## config.mk

```make
export PLATFORM = sky130hd
export DESIGN_NAME = led_key_panel_command_framer
export DESIGN_NICKNAME = d
export VERILOG_FILES = /design/src/rtl/core/lkp_pkg.sv /design/src/rtl/core/lkp_front.sv /design/src/rtl/core/lkp_queue.sv /design/src/rtl/core/lkp_back.sv /design/src/rtl/core/led_key_panel_command_framer.sv
export VERILOG_INCLUDE_DIRS = /design/src /design/src/rtl/core
export SDC_FILE = /design/constraint.sdc
export NUM_CORES = 1
export LEC_CHECK = 0
export BUFFER_PORTS_ARGS = -buffer_cell sky130_fd_sc_hd__buf_2
export CORE_MARGIN = 1.5
export CORE_UTILIZATION = 58
export CTS_CLUSTER_DIAMETER = 200
export DETAILED_ROUTE_END_ITERATION = 6
export PLACE_DENSITY = 0.79
export SETUP_SLACK_MARGIN = 0.15
export SYNTH_ARGS = -nofsm -noshare
export SYNTH_HDL_FRONTEND = slang
export SYNTH_SLANG_ARGS = --single-unit
```

## constraint.sdc

```tcl
create_clock -name clk -period 4.9 [get_ports clk]
set_input_delay 0.735 -clock clk [delete_from_list [all_inputs] [get_ports clk]]
set_output_delay 0.735 -clock clk [all_outputs]
set_load 0.03 [all_outputs]
```

## src/rtl/core/led_key_panel_command_framer_defines.svh

```systemverilog
// Assertion macros shared by the panel command framer RTL.
// No dependencies; included by the modules that carry assertions.
`ifndef LED_KEY_PANEL_COMMAND_FRAMER_DEFINES_SVH
`define LED_KEY_PANEL_COMMAND_FRAMER_DEFINES_SVH

// same-cycle implication, reset masked
`define LKP_ASSERT_IMPLY(label, clk, rst_n, ante, cons) \
  label: assert property (@(posedge clk) disable iff (!rst_n) (ante) |-> (cons)) \
    else $error("lkp assertion failed");

// next-cycle implication, reset masked
`define LKP_ASSERT_NEXT(label, clk, rst_n, ante, cons) \
  label: assert property (@(posedge clk) disable iff (!rst_n) (ante) |=> (cons)) \
    else $error("lkp assertion failed");

`endif

```

## src/rtl/core/lkp_pkg.sv

```systemverilog
// Types and constants for the panel command framer.
// No dependencies; imported by every module of the block.
package lkp_pkg;

  // panel command codes
  typedef enum logic [3:0] {
    ACT_HEX        = 4'd0,
    ACT_RAW        = 4'd1,
    ACT_CLEAR      = 4'd2,
    ACT_LED        = 4'd3,
    ACT_LEDS       = 4'd4,
    ACT_ON         = 4'd5,
    ACT_OFF        = 4'd6,
    ACT_BRIGHTNESS = 4'd7,
    ACT_BLANK      = 4'd8,
    ACT_READKEYS   = 4'd9
  } action_t;

  // shape of the byte run a command produces
  typedef enum logic [2:0] {
    KIND_SINGLE,
    KIND_PAIR,
    KIND_CLEAR,
    KIND_LEDS,
    KIND_BLANK
  } cmd_kind_t;

  typedef enum logic {
    BK_IDLE,
    BK_RUN
  } back_state_t;

  localparam logic [7:0] INSTR_WRITE_INC   = 8'h40;
  localparam logic [7:0] INSTR_READ_KEYS   = 8'h42;
  localparam logic [7:0] INSTR_WRITE_FIXED = 8'h44;
  localparam logic [7:0] ADDR_BASE         = 8'hC0;
  localparam logic [7:0] MODE_OFF          = 8'h80;
  localparam logic [7:0] MODE_ON           = 8'h88;

  localparam int unsigned IDX_W = 5;

  localparam logic [IDX_W-1:0] LAST_SINGLE = 5'd0;
  localparam logic [IDX_W-1:0] LAST_PAIR   = 5'd3;
  localparam logic [IDX_W-1:0] LAST_SWEEP  = 5'd17;
  localparam logic [IDX_W-1:0] LAST_BLANK  = 5'd18;

  // decoded command handed from front to back
  typedef struct packed {
    cmd_kind_t        kind;
    logic [7:0]       mode;      // first byte of every run
    logic [7:0]       instr;     // second byte of multi-byte runs
    logic [7:0]       addr;
    logic [7:0]       data;      // data byte, or LED mask for the sweep
    logic             is_read;
    logic [7:0]       buttons;
    logic [IDX_W-1:0] last_idx;
  } lkp_cmd_t;

  // seven-segment patterns for hex digits
  function automatic logic [7:0] seg_pattern(input logic [3:0] nib);
    logic [7:0] s;
    case (nib)
      4'h0: s = 8'h3F;  4'h1: s = 8'h06;  4'h2: s = 8'h5B;  4'h3: s = 8'h4F;
      4'h4: s = 8'h66;  4'h5: s = 8'h6D;  4'h6: s = 8'h7D;  4'h7: s = 8'h07;
      4'h8: s = 8'h7F;  4'h9: s = 8'h6F;  4'hA: s = 8'h77;  4'hB: s = 8'h7C;
      4'hC: s = 8'h39;  4'hD: s = 8'h5E;  4'hE: s = 8'h79;  4'hF: s = 8'h71;
      default: s = 8'h00;
    endcase
    return s;
  endfunction

endpackage

```

## src/rtl/core/lkp_front.sv

```systemverilog
// Front end: checks and decodes panel commands, holds display state.
// Depends on lkp_pkg; feeds lkp_queue.
module lkp_front import lkp_pkg::*; (
  input  logic       clk,
  input  logic       rst_n,
  input  logic       accept,
  input  logic [3:0] action,
  input  logic [3:0] position,
  input  logic [7:0] value,
  input  logic [31:0] key_bytes,
  output logic       q_push,
  output lkp_cmd_t   q_data
);

  logic       display_on_r, display_on_nxt;
  logic [2:0] pulse_width_r, pulse_width_nxt;
  logic       ok;
  lkp_cmd_t   cmd;
  logic [7:0] btn;

  // fold the four key bytes, each shifted by its index
  assign btn = key_bytes[7:0]
             | {key_bytes[14:8], 1'b0}
             | {key_bytes[21:16], 2'b0}
             | {key_bytes[28:24], 3'b0};

  // classify
  always_comb begin
    ok              = 1'b0;
    display_on_nxt  = display_on_r;
    pulse_width_nxt = pulse_width_r;
    cmd.kind        = KIND_SINGLE;
    cmd.mode        = MODE_ON | {5'b0, pulse_width_r};
    cmd.instr       = INSTR_WRITE_FIXED;
    cmd.addr        = ADDR_BASE;
    cmd.data        = 8'h00;
    cmd.is_read     = 1'b0;
    cmd.buttons     = 8'h00;
    cmd.last_idx    = LAST_SINGLE;
    case (action)
      ACT_HEX, ACT_RAW: begin
        ok           = !position[3] && !(action == ACT_HEX && value[7:4] != 4'h0);
        cmd.kind     = KIND_PAIR;
        cmd.addr     = 8'hCE - {4'b0, position[2:0], 1'b0};
        cmd.data     = (action == ACT_HEX) ? seg_pattern(value[3:0]) : value;
        cmd.last_idx = LAST_PAIR;
      end
      ACT_CLEAR: begin
        ok           = 1'b1;
        cmd.kind     = KIND_CLEAR;
        cmd.last_idx = LAST_SWEEP;
      end
      ACT_LED: begin
        ok           = position != 4'd0 && position <= 4'd8;
        cmd.kind     = KIND_PAIR;
        cmd.addr     = 8'hBF + {3'b0, position, 1'b0};
        cmd.data     = {7'b0, value != 8'h00};
        cmd.last_idx = LAST_PAIR;
      end
      ACT_LEDS: begin
        ok           = 1'b1;
        cmd.kind     = KIND_LEDS;
        cmd.data     = value;
        cmd.last_idx = LAST_SWEEP;
      end
      ACT_ON: begin
        ok             = 1'b1;
        display_on_nxt = 1'b1;
      end
      ACT_OFF: begin
        ok             = 1'b1;
        cmd.mode       = MODE_OFF | {5'b0, pulse_width_r};
        display_on_nxt = 1'b0;
      end
      ACT_BRIGHTNESS: begin
        ok              = value[7:3] == 5'd0;
        pulse_width_nxt = ok ? value[2:0] : pulse_width_r;
        cmd.mode        = (display_on_r ? MODE_ON : MODE_OFF) | {5'b0, value[2:0]};
      end
      ACT_BLANK: begin
        ok           = 1'b1;
        cmd.kind     = KIND_BLANK;
        cmd.instr    = INSTR_WRITE_INC;
        cmd.last_idx = LAST_BLANK;
      end
      ACT_READKEYS: begin
        ok          = 1'b1;
        cmd.mode    = INSTR_READ_KEYS;
        cmd.is_read = 1'b1;
        cmd.buttons = btn;
      end
      default: ok = 1'b0;
    endcase
  end

  assign q_push = accept && ok;
  assign q_data = cmd;

  // display state; unknown codes leave it alone
  always_ff @(posedge clk) begin
    if (!rst_n) begin
      display_on_r  <= 1'b0;
      pulse_width_r <= 3'd0;
    end else if (accept) begin
      display_on_r  <= display_on_nxt;
      pulse_width_r <= pulse_width_nxt;
    end
  end

endmodule

```

## src/rtl/core/lkp_queue.sv

```systemverilog
// Short command queue between front and back end.
// Depends on lkp_pkg for the command type.
module lkp_queue import lkp_pkg::*; #(
  parameter int unsigned DEPTH = 2
) (
  input  logic     clk,
  input  logic     rst_n,
  input  logic     push,
  input  lkp_cmd_t wdata,
  output logic     full,
  input  logic     pop,
  output lkp_cmd_t rdata,
  output logic     empty
);

  localparam int unsigned PTR_W = (DEPTH > 1) ? $clog2(DEPTH) : 1;
  localparam int unsigned CNT_W = $clog2(DEPTH + 1);

  lkp_cmd_t         mem_r [DEPTH];
  logic [PTR_W-1:0] wr_ptr_r, rd_ptr_r;
  logic [CNT_W-1:0] cnt_r;
  logic             do_push, do_pop;

  assign full    = cnt_r == CNT_W'(DEPTH);
  assign empty   = cnt_r == '0;
  assign do_push = push && !full;
  assign do_pop  = pop && !empty;
  assign rdata   = mem_r[rd_ptr_r];

  // storage
  always_ff @(posedge clk) begin
    if (do_push) begin
      mem_r[wr_ptr_r] <= wdata;
    end
  end

  // pointers and fill level
  always_ff @(posedge clk) begin
    if (!rst_n) begin
      wr_ptr_r <= '0;
      rd_ptr_r <= '0;
      cnt_r    <= '0;
    end else begin
      if (do_push) begin
        wr_ptr_r <= (wr_ptr_r == PTR_W'(DEPTH - 1)) ? '0 : wr_ptr_r + 1'b1;
      end
      if (do_pop) begin
        rd_ptr_r <= (rd_ptr_r == PTR_W'(DEPTH - 1)) ? '0 : rd_ptr_r + 1'b1;
      end
      case ({do_push, do_pop})
        2'b10:   cnt_r <= cnt_r + 1'b1;
        2'b01:   cnt_r <= cnt_r - 1'b1;
        default: cnt_r <= cnt_r;
      endcase
    end
  end

endmodule

```

## src/rtl/core/lkp_back.sv

```systemverilog
// Back end: walks a decoded command byte by byte into the output register.
// Depends on lkp_pkg and the assertion macros header.
`include "led_key_panel_command_framer_defines.svh"
module lkp_back import lkp_pkg::*; (
  input  logic       clk,
  input  logic       rst_n,
  input  logic       q_empty,
  input  lkp_cmd_t   q_data,
  output logic       q_pop,
  input  logic       pop,
  output logic       empty,
  output logic [7:0] tx_byte,
  output logic       frame_end,
  output logic       is_read,
  output logic [7:0] buttons,
  output logic       last
);

  back_state_t      st_r, st_nxt;
  lkp_cmd_t         cur_r;
  logic [IDX_W-1:0] idx_r, k;
  logic             load, is_last;
  logic [7:0]       g_byte;
  logic             g_end;
  logic             ov_r;
  logic [7:0]       tx_r, btn_r;
  logic             end_r, rd_r, last_r;

  assign is_last = idx_r == cur_r.last_idx;
  assign k       = idx_r - IDX_W'(2);

  // byte for the current position of the run
  always_comb begin
    g_byte = 8'h00;
    g_end  = 1'b1;
    if (idx_r == '0) begin
      g_byte = cur_r.mode;
    end else if (idx_r == IDX_W'(1)) begin
      g_byte = cur_r.instr;
    end else begin
      case (cur_r.kind)
        KIND_PAIR: begin
          g_byte = k[0] ? cur_r.data : cur_r.addr;
          g_end  = k[0];
        end
        KIND_CLEAR: begin
          g_byte = k[0] ? 8'h00 : (ADDR_BASE | {4'b0, k[3:0]});
          g_end  = k[0];
        end
        KIND_LEDS: begin
          g_byte = k[0] ? {7'b0, cur_r.data[k[3:1]]}
                        : (ADDR_BASE | {4'b0, k[3:1], 1'b1});
          g_end  = k[0];
        end
        KIND_BLANK: begin
          g_byte = (k == '0) ? ADDR_BASE : 8'h00;
          g_end  = is_last;
        end
        default: begin
          g_byte = 8'h00;
          g_end  = 1'b1;
        end
      endcase
    end
  end

  // sequencer
  always_comb begin
    st_nxt = st_r;
    q_pop  = 1'b0;
    load   = 1'b0;
    case (st_r)
      BK_IDLE: begin
        if (!q_empty) begin
          q_pop  = 1'b1;
          st_nxt = BK_RUN;
        end
      end
      BK_RUN: begin
        if (!ov_r || pop) begin
          load = 1'b1;
          if (is_last) begin
            st_nxt = BK_IDLE;
          end
        end
      end
      default: st_nxt = BK_IDLE;
    endcase
  end

  always_ff @(posedge clk) begin
    if (!rst_n) begin
      st_r <= BK_IDLE;
      ov_r <= 1'b0;
    end else begin
      st_r <= st_nxt;
      if (load) begin
        ov_r <= 1'b1;
      end else if (pop) begin
        ov_r <= 1'b0;
      end
    end
  end

  // command hold and output beat register
  always_ff @(posedge clk) begin
    if (q_pop) begin
      cur_r <= q_data;
      idx_r <= '0;
    end else if (load) begin
      idx_r <= idx_r + 1'b1;
    end
    if (load) begin
      tx_r   <= g_byte;
      end_r  <= g_end;
      rd_r   <= cur_r.is_read;
      btn_r  <= cur_r.buttons;
      last_r <= is_last;
    end
  end

  assign empty     = !ov_r;
  assign tx_byte   = tx_r;
  assign frame_end = end_r;
  assign is_read   = rd_r;
  assign buttons   = btn_r;
  assign last      = last_r;

  `LKP_ASSERT_IMPLY(a_idx_in_run, clk, rst_n, st_r == BK_RUN, idx_r <= cur_r.last_idx)
  `LKP_ASSERT_IMPLY(a_last_ends_frame, clk, rst_n, ov_r && last_r, end_r)
  `LKP_ASSERT_IMPLY(a_read_single, clk, rst_n, ov_r && rd_r, last_r)
  `LKP_ASSERT_IMPLY(a_btn_zero, clk, rst_n, ov_r && !rd_r, btn_r == 8'h00)
  `LKP_ASSERT_NEXT(a_run_done, clk, rst_n, load && is_last, st_r == BK_IDLE)

endmodule

```

## src/rtl/core/led_key_panel_command_framer.sv

```systemverilog
// Top level of the panel command framer: front end, queue, back end.
// Depends on lkp_pkg, lkp_front, lkp_queue and lkp_back.
//
//  channel  | handshake        | beat
//  ---------+------------------+--------------------------------------------
//  input    | push / full      | action, position, value, key_bytes
//  result   | pop / empty      | tx_byte, frame_end, is_read, buttons, last
//
// A command is taken while the queue has room; rejected ones
// leave nothing behind. The back end picks a command off the queue in
// its idle state and then emits one byte per cycle while the result
// is popped or its output register is empty.
// Reset is synchronous, active low, and empties queue and output register.
// A stalled result holds the back end; the front keeps taking commands
// until the queue fills.
module led_key_panel_command_framer import lkp_pkg::*; #(
  parameter int unsigned QUEUE_DEPTH = 2
) (
  input  logic        clk,
  input  logic        rst_n,
  input  logic        push,
  output logic        full,
  input  logic [3:0]  in_action,
  input  logic [3:0]  in_position,
  input  logic [7:0]  in_value,
  input  logic [31:0] in_key_bytes,
  output logic        empty,
  input  logic        pop,
  output logic [7:0]  out_tx_byte,
  output logic        out_frame_end,
  output logic        out_is_read,
  output logic [7:0]  out_buttons,
  output logic        out_last
);

  logic     accept;
  logic     q_push, q_pop, q_empty;
  lkp_cmd_t q_wdata, q_rdata;

  assign accept = push && !full;

  lkp_front u_front (
    .clk       (clk),
    .rst_n     (rst_n),
    .accept    (accept),
    .action    (in_action),
    .position  (in_position),
    .value     (in_value),
    .key_bytes (in_key_bytes),
    .q_push    (q_push),
    .q_data    (q_wdata)
  );

  lkp_queue #(
    .DEPTH (QUEUE_DEPTH)
  ) u_queue (
    .clk   (clk),
    .rst_n (rst_n),
    .push  (q_push),
    .wdata (q_wdata),
    .full  (full),
    .pop   (q_pop),
    .rdata (q_rdata),
    .empty (q_empty)
  );

  lkp_back u_back (
    .clk       (clk),
    .rst_n     (rst_n),
    .q_empty   (q_empty),
    .q_data    (q_rdata),
    .q_pop     (q_pop),
    .pop       (pop),
    .empty     (empty),
    .tx_byte   (out_tx_byte),
    .frame_end (out_frame_end),
    .is_read   (out_is_read),
    .buttons   (out_buttons),
    .last      (out_last)
  );

endmodule

```

**Word-level counts from Yosys, hierarchy flattened**

Memory sizes are Yosys's and may differ from the RTL's. A register that Yosys moved wholly into a read port is not among the register bits.
Index checks and enable logic that the tools add are counted.

- Memories: 2
- ROM bits: 112
- Memory bits (writable): 88
- Output and inout bits: 21
- Register bits: 42

Memory list:

| name | depth | bits a word | read ports | clocked after memory_dff | wr ports | RTL line | RTL |
|---|---|---|---|---|---|---|---|
| (name not given) | 16 | 7 | 1 | 0 | 0 | lkp_pkg.sv:62 | `case (nib)` |
| u_queue.mem_r | 2 | 44 | 1 | 1 | 1 | lkp_queue.sv:19 | `lkp_cmd_t mem_r [DEPTH];` |

- $lt $le $gt $ge: 2
- Muxes and demuxes: 35
- Equal/unequal tests: 18
- Bitwise operators: 5
- Reductions and logical operators: 32
- Add/sub/neg operators: 8

Operator list:

| cell | count |
|---|---|
| 2-to-1 mux 8 bit | 7 |
| case mux 8 bit (3 select lines) | 2 |
| case mux 8 bit (4 select lines) | 1 |
| bitwise OR 8 bit | 3 |
| == test 4 x 3 -> 1 bit (second input constant) | 4 |
| case mux 8 bit (2 select lines) | 1 |
| zero test 5 bit | 3 |
| case mux 5 bit (3 select lines) | 1 |
| 2-to-1 mux 1 bit | 13 |
| case mux 3 bit (4 select lines) | 1 |
| 2-to-1 mux 9 bit | 1 |
| adder 8 x 5 -> 8 bit (first input constant) | 1 |
| == test 4 x 2 -> 1 bit (second input constant) | 2 |
| == test 4 bit (second input constant) | 2 |
| bitwise OR 8 x 3 -> 8 bit | 1 |
| nonzero test 4 bit | 2 |
| nonzero test 8 bit | 1 |
| subtractor 7 x 5 -> 8 bit (first input constant) | 1 |
| logical AND 1 bit | 7 |
| == test 3 x 2 -> 1 bit (second input constant) | 2 |
| case mux 1 bit (2 select lines) | 3 |
| nonzero test 2 bit | 3 |
| OR reduction 2 bit | 3 |
| OR reduction 3 bit | 2 |
| other kinds (27) | 33 |

**Depth between registers and ports, before layout**

- Depth after elaboration: 9
- Gate-level depth with buffers: 10

**By module**

A second synthesis with hierarchy kept.

- Cells, all modules: 552
- Area total of the unflattened synthesis: 7965.1 um^2

Modules (own cells, without submodules):

| module | instances | area an instance (um^2) | cells each |
|---|---|---|---|
| lkp_queue | 1 | 3758.6 | 178 |
| lkp_back | 1 | 3032.9 | 189 |
| lkp_front | 1 | 1159.9 | 184 |
| led_key_panel_command_framer | 1 | 13.8 | 1 |

**Worst setup path after synthesis**

OpenSTA, ideal clock, no wires.

- Kind: input to register
- From: input in_position[0]
- To: memory u_queue.mem_r[0][0] (netlist name), enable pin
- Data required time: 4.469 ns
- Slack: 1.047 ns
- Arrival time: 3.422 ns
- Stages: 7
- Path through: inv_1 > ha_1 > nor2b_1 > or3_1 > a31o_1 > and2_1 > nor2_1

- Cells in the longest elaborated chain, start to end: 7
- Elaborated cells on any way between the ends: 8
- Classes of those cells: 1 x order compare; 3 x mux; 4 x reduce/logical

RTL lines:

| what | RTL line | RTL |
|---|---|---|
| start: declaration | led_key_panel_command_framer.sv:24 | `input logic [3:0] in_position,` |
| <= comparator 4 bit / nonzero test 4 bit (equally long branches) | lkp_front.sv:54 | `ok = position != 4'd0 && position <= 4'd8;` |
| logical AND 1 bit * | lkp_front.sv:54 |  |
| case mux 1 bit (4 select lines) * | lkp_front.sv:40 | `case (action)` |
| logical AND 1 bit * | lkp_front.sv:96 | `assign q_push = accept && ok;` |
| logical AND 1 bit * | lkp_queue.sv:26 | `assign do_push = push && !full;` |
| 2-to-1 mux 1 bit * | lkp_queue.sv:32 | `if (do_push) begin` |
| 2-to-1 mux 1 bit (not written as such) * | lkp_queue.sv:33 | `mem_r[wr_ptr_r] <= wdata;` |
| end: declaration | lkp_queue.sv:19 |  |

Mark *: on every way between the ends. The rest lies on a longest branch, timed or not.

**Worst setup path after layout**

- From: input in_action[0]
- To: memory u_queue.mem_r[0][11] (netlist name), enable pin

- Cells in the longest elaborated chain, start to end: 9
- Elaborated cells on any way between the ends: 20
- Classes of those cells: 9 x eq/ne; 3 x mux; 8 x reduce/logical

RTL lines:

| what | RTL line | RTL |
|---|---|---|
| start: declaration | led_key_panel_command_framer.sv:23 | `input logic [3:0] in_action,` |
| branches (longest 4 deep; another with OR reduction 6 bit) | -- |  |
| case mux 1 bit (4 select lines) * | lkp_front.sv:40 |  |
| logical AND 1 bit * | lkp_front.sv:96 |  |
| logical AND 1 bit * | lkp_queue.sv:26 |  |
| 2-to-1 mux 1 bit * | lkp_queue.sv:32 |  |
| 2-to-1 mux 1 bit (not written as such) * | lkp_queue.sv:33 |  |

Every way passes the cells marked *.

==> summary.md <==
| Metric | Value |
|---|---|
| Data required time of the worst path | `5.05 ns` |
| Clock Pin Slew Worst Setup and Hold Paths | `approximately 0.060 ns` |
| Pre-CTS setup slack | `around 1.9 ns` |
| Switch Pwr | `around 1.2 mW` |
| Cell internal pwr | `2.875 mW` |
| Logic pwr share | `0.239` |
| Warnings, synthesis | `0` |
| Initial antenna violation count | `0` |
| Post_cts resized | `0` |
| Most frequent cells in the layout | `edfxtp_1 (130), buf_2 (66), mux2_2 (44)` |
| Vias/cell | `5.774` |
| Pwr dens | `548.9 nW/µm²` |
| Status | `finished clean` |
| R2R Setup Slk | `2.39 ns` |
| Clock sink count | `145` |
| Number of synthesized flops with an enable pin | `130` |
| Drt drc | `0` |
| Die Wd | `~110 µm` |
| Final setup margin | `2.381 ns` |
| Post-DP HPWL | `between 7 and 8 mm` |
| Vias in the first global route | `3850` |
| Hold path startpoint | `u_back.cur_r[10]` |
| Area Overhead vs Synth | `16.74%` |
| Tcrit/Tclk final | `0.5141` |
| H-tree Lvls | `4` |
| Skew-Pair Late Insertion Delay | `0.51 ns` |
| Layout cells sized above 1 | `0.2841` |
| Synth Register Bits | `145` |
| Worst Reg-to-Reg Cells | `5` |
| CP endpoint kind | `flop` |
| Post-synth ARST share | `0` |
| Multi-input gate area | `2032 µm²` |
| Max-cap viol count | `0` |
| Setup crit start kind | `primary input` |
| Commonest non-fill, non-tap cell in the layout | `edfxtp_1` |
| CTS tree | `yes` |
| Final worst clock skew | `0.005874 ns` |
| Unrepaired setup endpoints after global routing | `false` |
| Util after Layout | `0.6913` |
| Drt total wl | `12.21 mm` |
| Post-CTS setup repair buffer count | `0` |
| Synth unique cells | `54` |
| Crit path kind | `in -> reg` |
| Post-synthesis sequential area ratio | `0.6578` |
| Port Buffers | `66` |
| Clk pwr share | `0.316` |
| Hold path cells | `0` |
| Vias | `3938` |
| Slew @ Worst Pin | `0.7589 ns` |
| CP max FO | `37` |
| Pleak | `2.721 nW` |
| CTS root buffer | `clkbuf_8` |
| Fin crit period | `2.519 ns` |
| Total track usage | `0.2209` |
| GRT Residual Overflow | `0` |
| HP Class | `reg -> reg` |
| Avg Inst Size Synth | `13.86 µm²` |
| Die Area | `11660 µm²` |
| CTS Buf Count | `17` |
| Gate Count Post-Synth | `461` |
| CP arrival | `around 2.7 ns` |
| Starting DRT DRC Count | `243` |
| Core Box Area | `around 11000 µm²` |
| Part of the power in registers | `0.445` |
| Setup violations, final | `0` |
| Starting density of the core | `0.5922` |
| Hold-fix buffers, CTS | `0` |
| Final hold viol count | `0` |
| Pin count of the biggest net entering global routing | `45` |
| Die height | `108.0 µm` |
| GP Congestion | `0.9125` |
| Crit Reg-Reg Endpoint | `u_back.tx_byte[0]` |
| Routed len/inst | `17.91 µm` |
| Reg area | `4204 µm²` |
| Ys flop type | `edfxtp_1` |
| Ports | `73` |
| Mapped cell area | `6391 µm²` |
| Fmax | `397.0 MHz` |
| Max clock buf depth | `2` |
| ANT cells | `0` |
| Slew Limit Fails | `0` |
| Worst Hold End | `u_back.buttons[5]` |
| Switching fraction of total power | `0.2978` |
| Final #Nets | `594` |
| Origin of the critical flop-to-flop path | `u_back.idx_r[0]` |
| FILL cells | `700` |
| VDD IR max | `approximately 290 µV` |
| Rel. slew slack | `0.4934` |
| Synthesized netlist net count | `526` |
| First-pass GRT wire length | `around 19 mm` |
| Setup TNS | `0 ns` |
| DRT Pass-1 Iters | `5` |
| DRT antenna net count | `0` |
| Row cnt | `38` |
==> worst max-delay path, stage by stage <==
cell and delay, ns:
buf_2 0.40, nand4bb_4 0.17, or3_1 0.34, a31o_1 0.28, and2_1 0.20, nor2_2 0.07
buf_4 0.43
==> sequential cells by signal, summed over array words and instances (netlist names), 2 cells and up <==
name                   cells
u_front.pulse_width_r      3
u_back.buttons             8
u_queue.cnt_r              2
u_back.cur_r              37
u_queue.mem_r             74
u_back.idx_r               5
u_back.tx_byte             8
==> power groups by stage <==
stage               Clock (mW)  Sequential, mW  Combinational [mW]
global placement             0            1.84               0.949
floorplan                    0            1.87               0.677
finish                    1.29            1.82               0.977
CTS                       1.30            1.83               0.981
detailed placement           0            1.85               0.970
global route              1.35            1.85                1.06
==> layer usage <==
layer / up-vias / track usage / wire length, µm
met3: 22 / 0.04641 / 655
met2: 152 / 0.3703 / 6162
met4: 0 / 0.08835 / 228
met5: - / 0 / 0
li1: 1865 / - / -
met1: 1899 / 0.2827 / 5166
==> stage by stage <==
stage	instance area, µm²	hold slack, ns	cells	power, mW
2_1_floorplan	6391	0.4003	461	2.544
5_1_grt	7461	0.4310	682	4.269
3_5_place_dp	6862	0.4070	650	2.819
4_1_cts	7461	0.4241	682	4.109
6_report	7461	0.4212	682	4.095
3_3_place_gp	6862	0.4017	650	2.785
==> cell usage after synthesis, types with 3 or more instances <==
cell type / number / area share
a211oi_1: 5 / 0.0059
a21oi_1: 14 / 0.011
a22oi_1: 3 / 0.0035
and2_1: 7 / 0.0069
buf_1: 4 / 0.0023
clkbuf_1: 15 / 0.0088
dfxtp_1: 15 / 0.047
edfxtp_1: 130 / 0.61
ha_1: 13 / 0.025
inv_1: 22 / 0.013
mux2_2: 44 / 0.078
mux2i_1: 10 / 0.016
nand2_1: 25 / 0.015
nand2b_1: 3 / 0.0029
nand3_1: 7 / 0.0055
nand4_1: 3 / 0.0029
nor2_1: 32 / 0.019
nor2b_1: 11 / 0.011
nor3_1: 13 / 0.010
nor4_1: 10 / 0.0098
o21a_1: 4 / 0.0047
o21ai_0: 15 / 0.012
xnor2_1: 10 / 0.014
xor2_1: 6 / 0.0082
==> final cells by class <==
| cell class | instances | area share |
|---|---|---|
| multi-input combinational | 272 | 0.2723 |
| sequential | 145 | 0.5635 |
| tap | 140 | 0.02348 |
| inverter | 22 | 0.01107 |
| clock buffer | 19 | 0.05652 |
| timing repair buffer | 71 | 0.04930 |
| clock inverter | 13 | 0.02381 |
==> cell families after synthesis <==
kind of cell | synth area share
AOI/OAI and AO/OA | 0.06931
xor gates and xnor gates | 0.02193
adders and majority gates | 0.02545
buffers and inverters | 0.02741
DFF | 0.6578
muxes | 0.1002
and+or+nand+nor | 0.09789
==> worst max path at each step <==
stage	depth (start not counted)	endpoint	from	slack [ns]
2_1_floorplan	7	u_queue.mem_r[0][0]	in_position[0]	1.05
3_3_place_gp	7	u_queue.mem_r[0][6]	in_action[0]	1.89
3_5_place_dp	7	u_queue.mem_r[0][6]	in_action[0]	1.87
4_1_cts	6	u_back.tx_byte[0]	u_back.idx_r[1]	2.41
5_1_grt	7	u_queue.mem_r[0][21]	in_action[0]	2.24
6_report	7	u_queue.mem_r[0][11]	in_action[0]	2.38
Note: power is estimated with default switching activity, not from simulation.
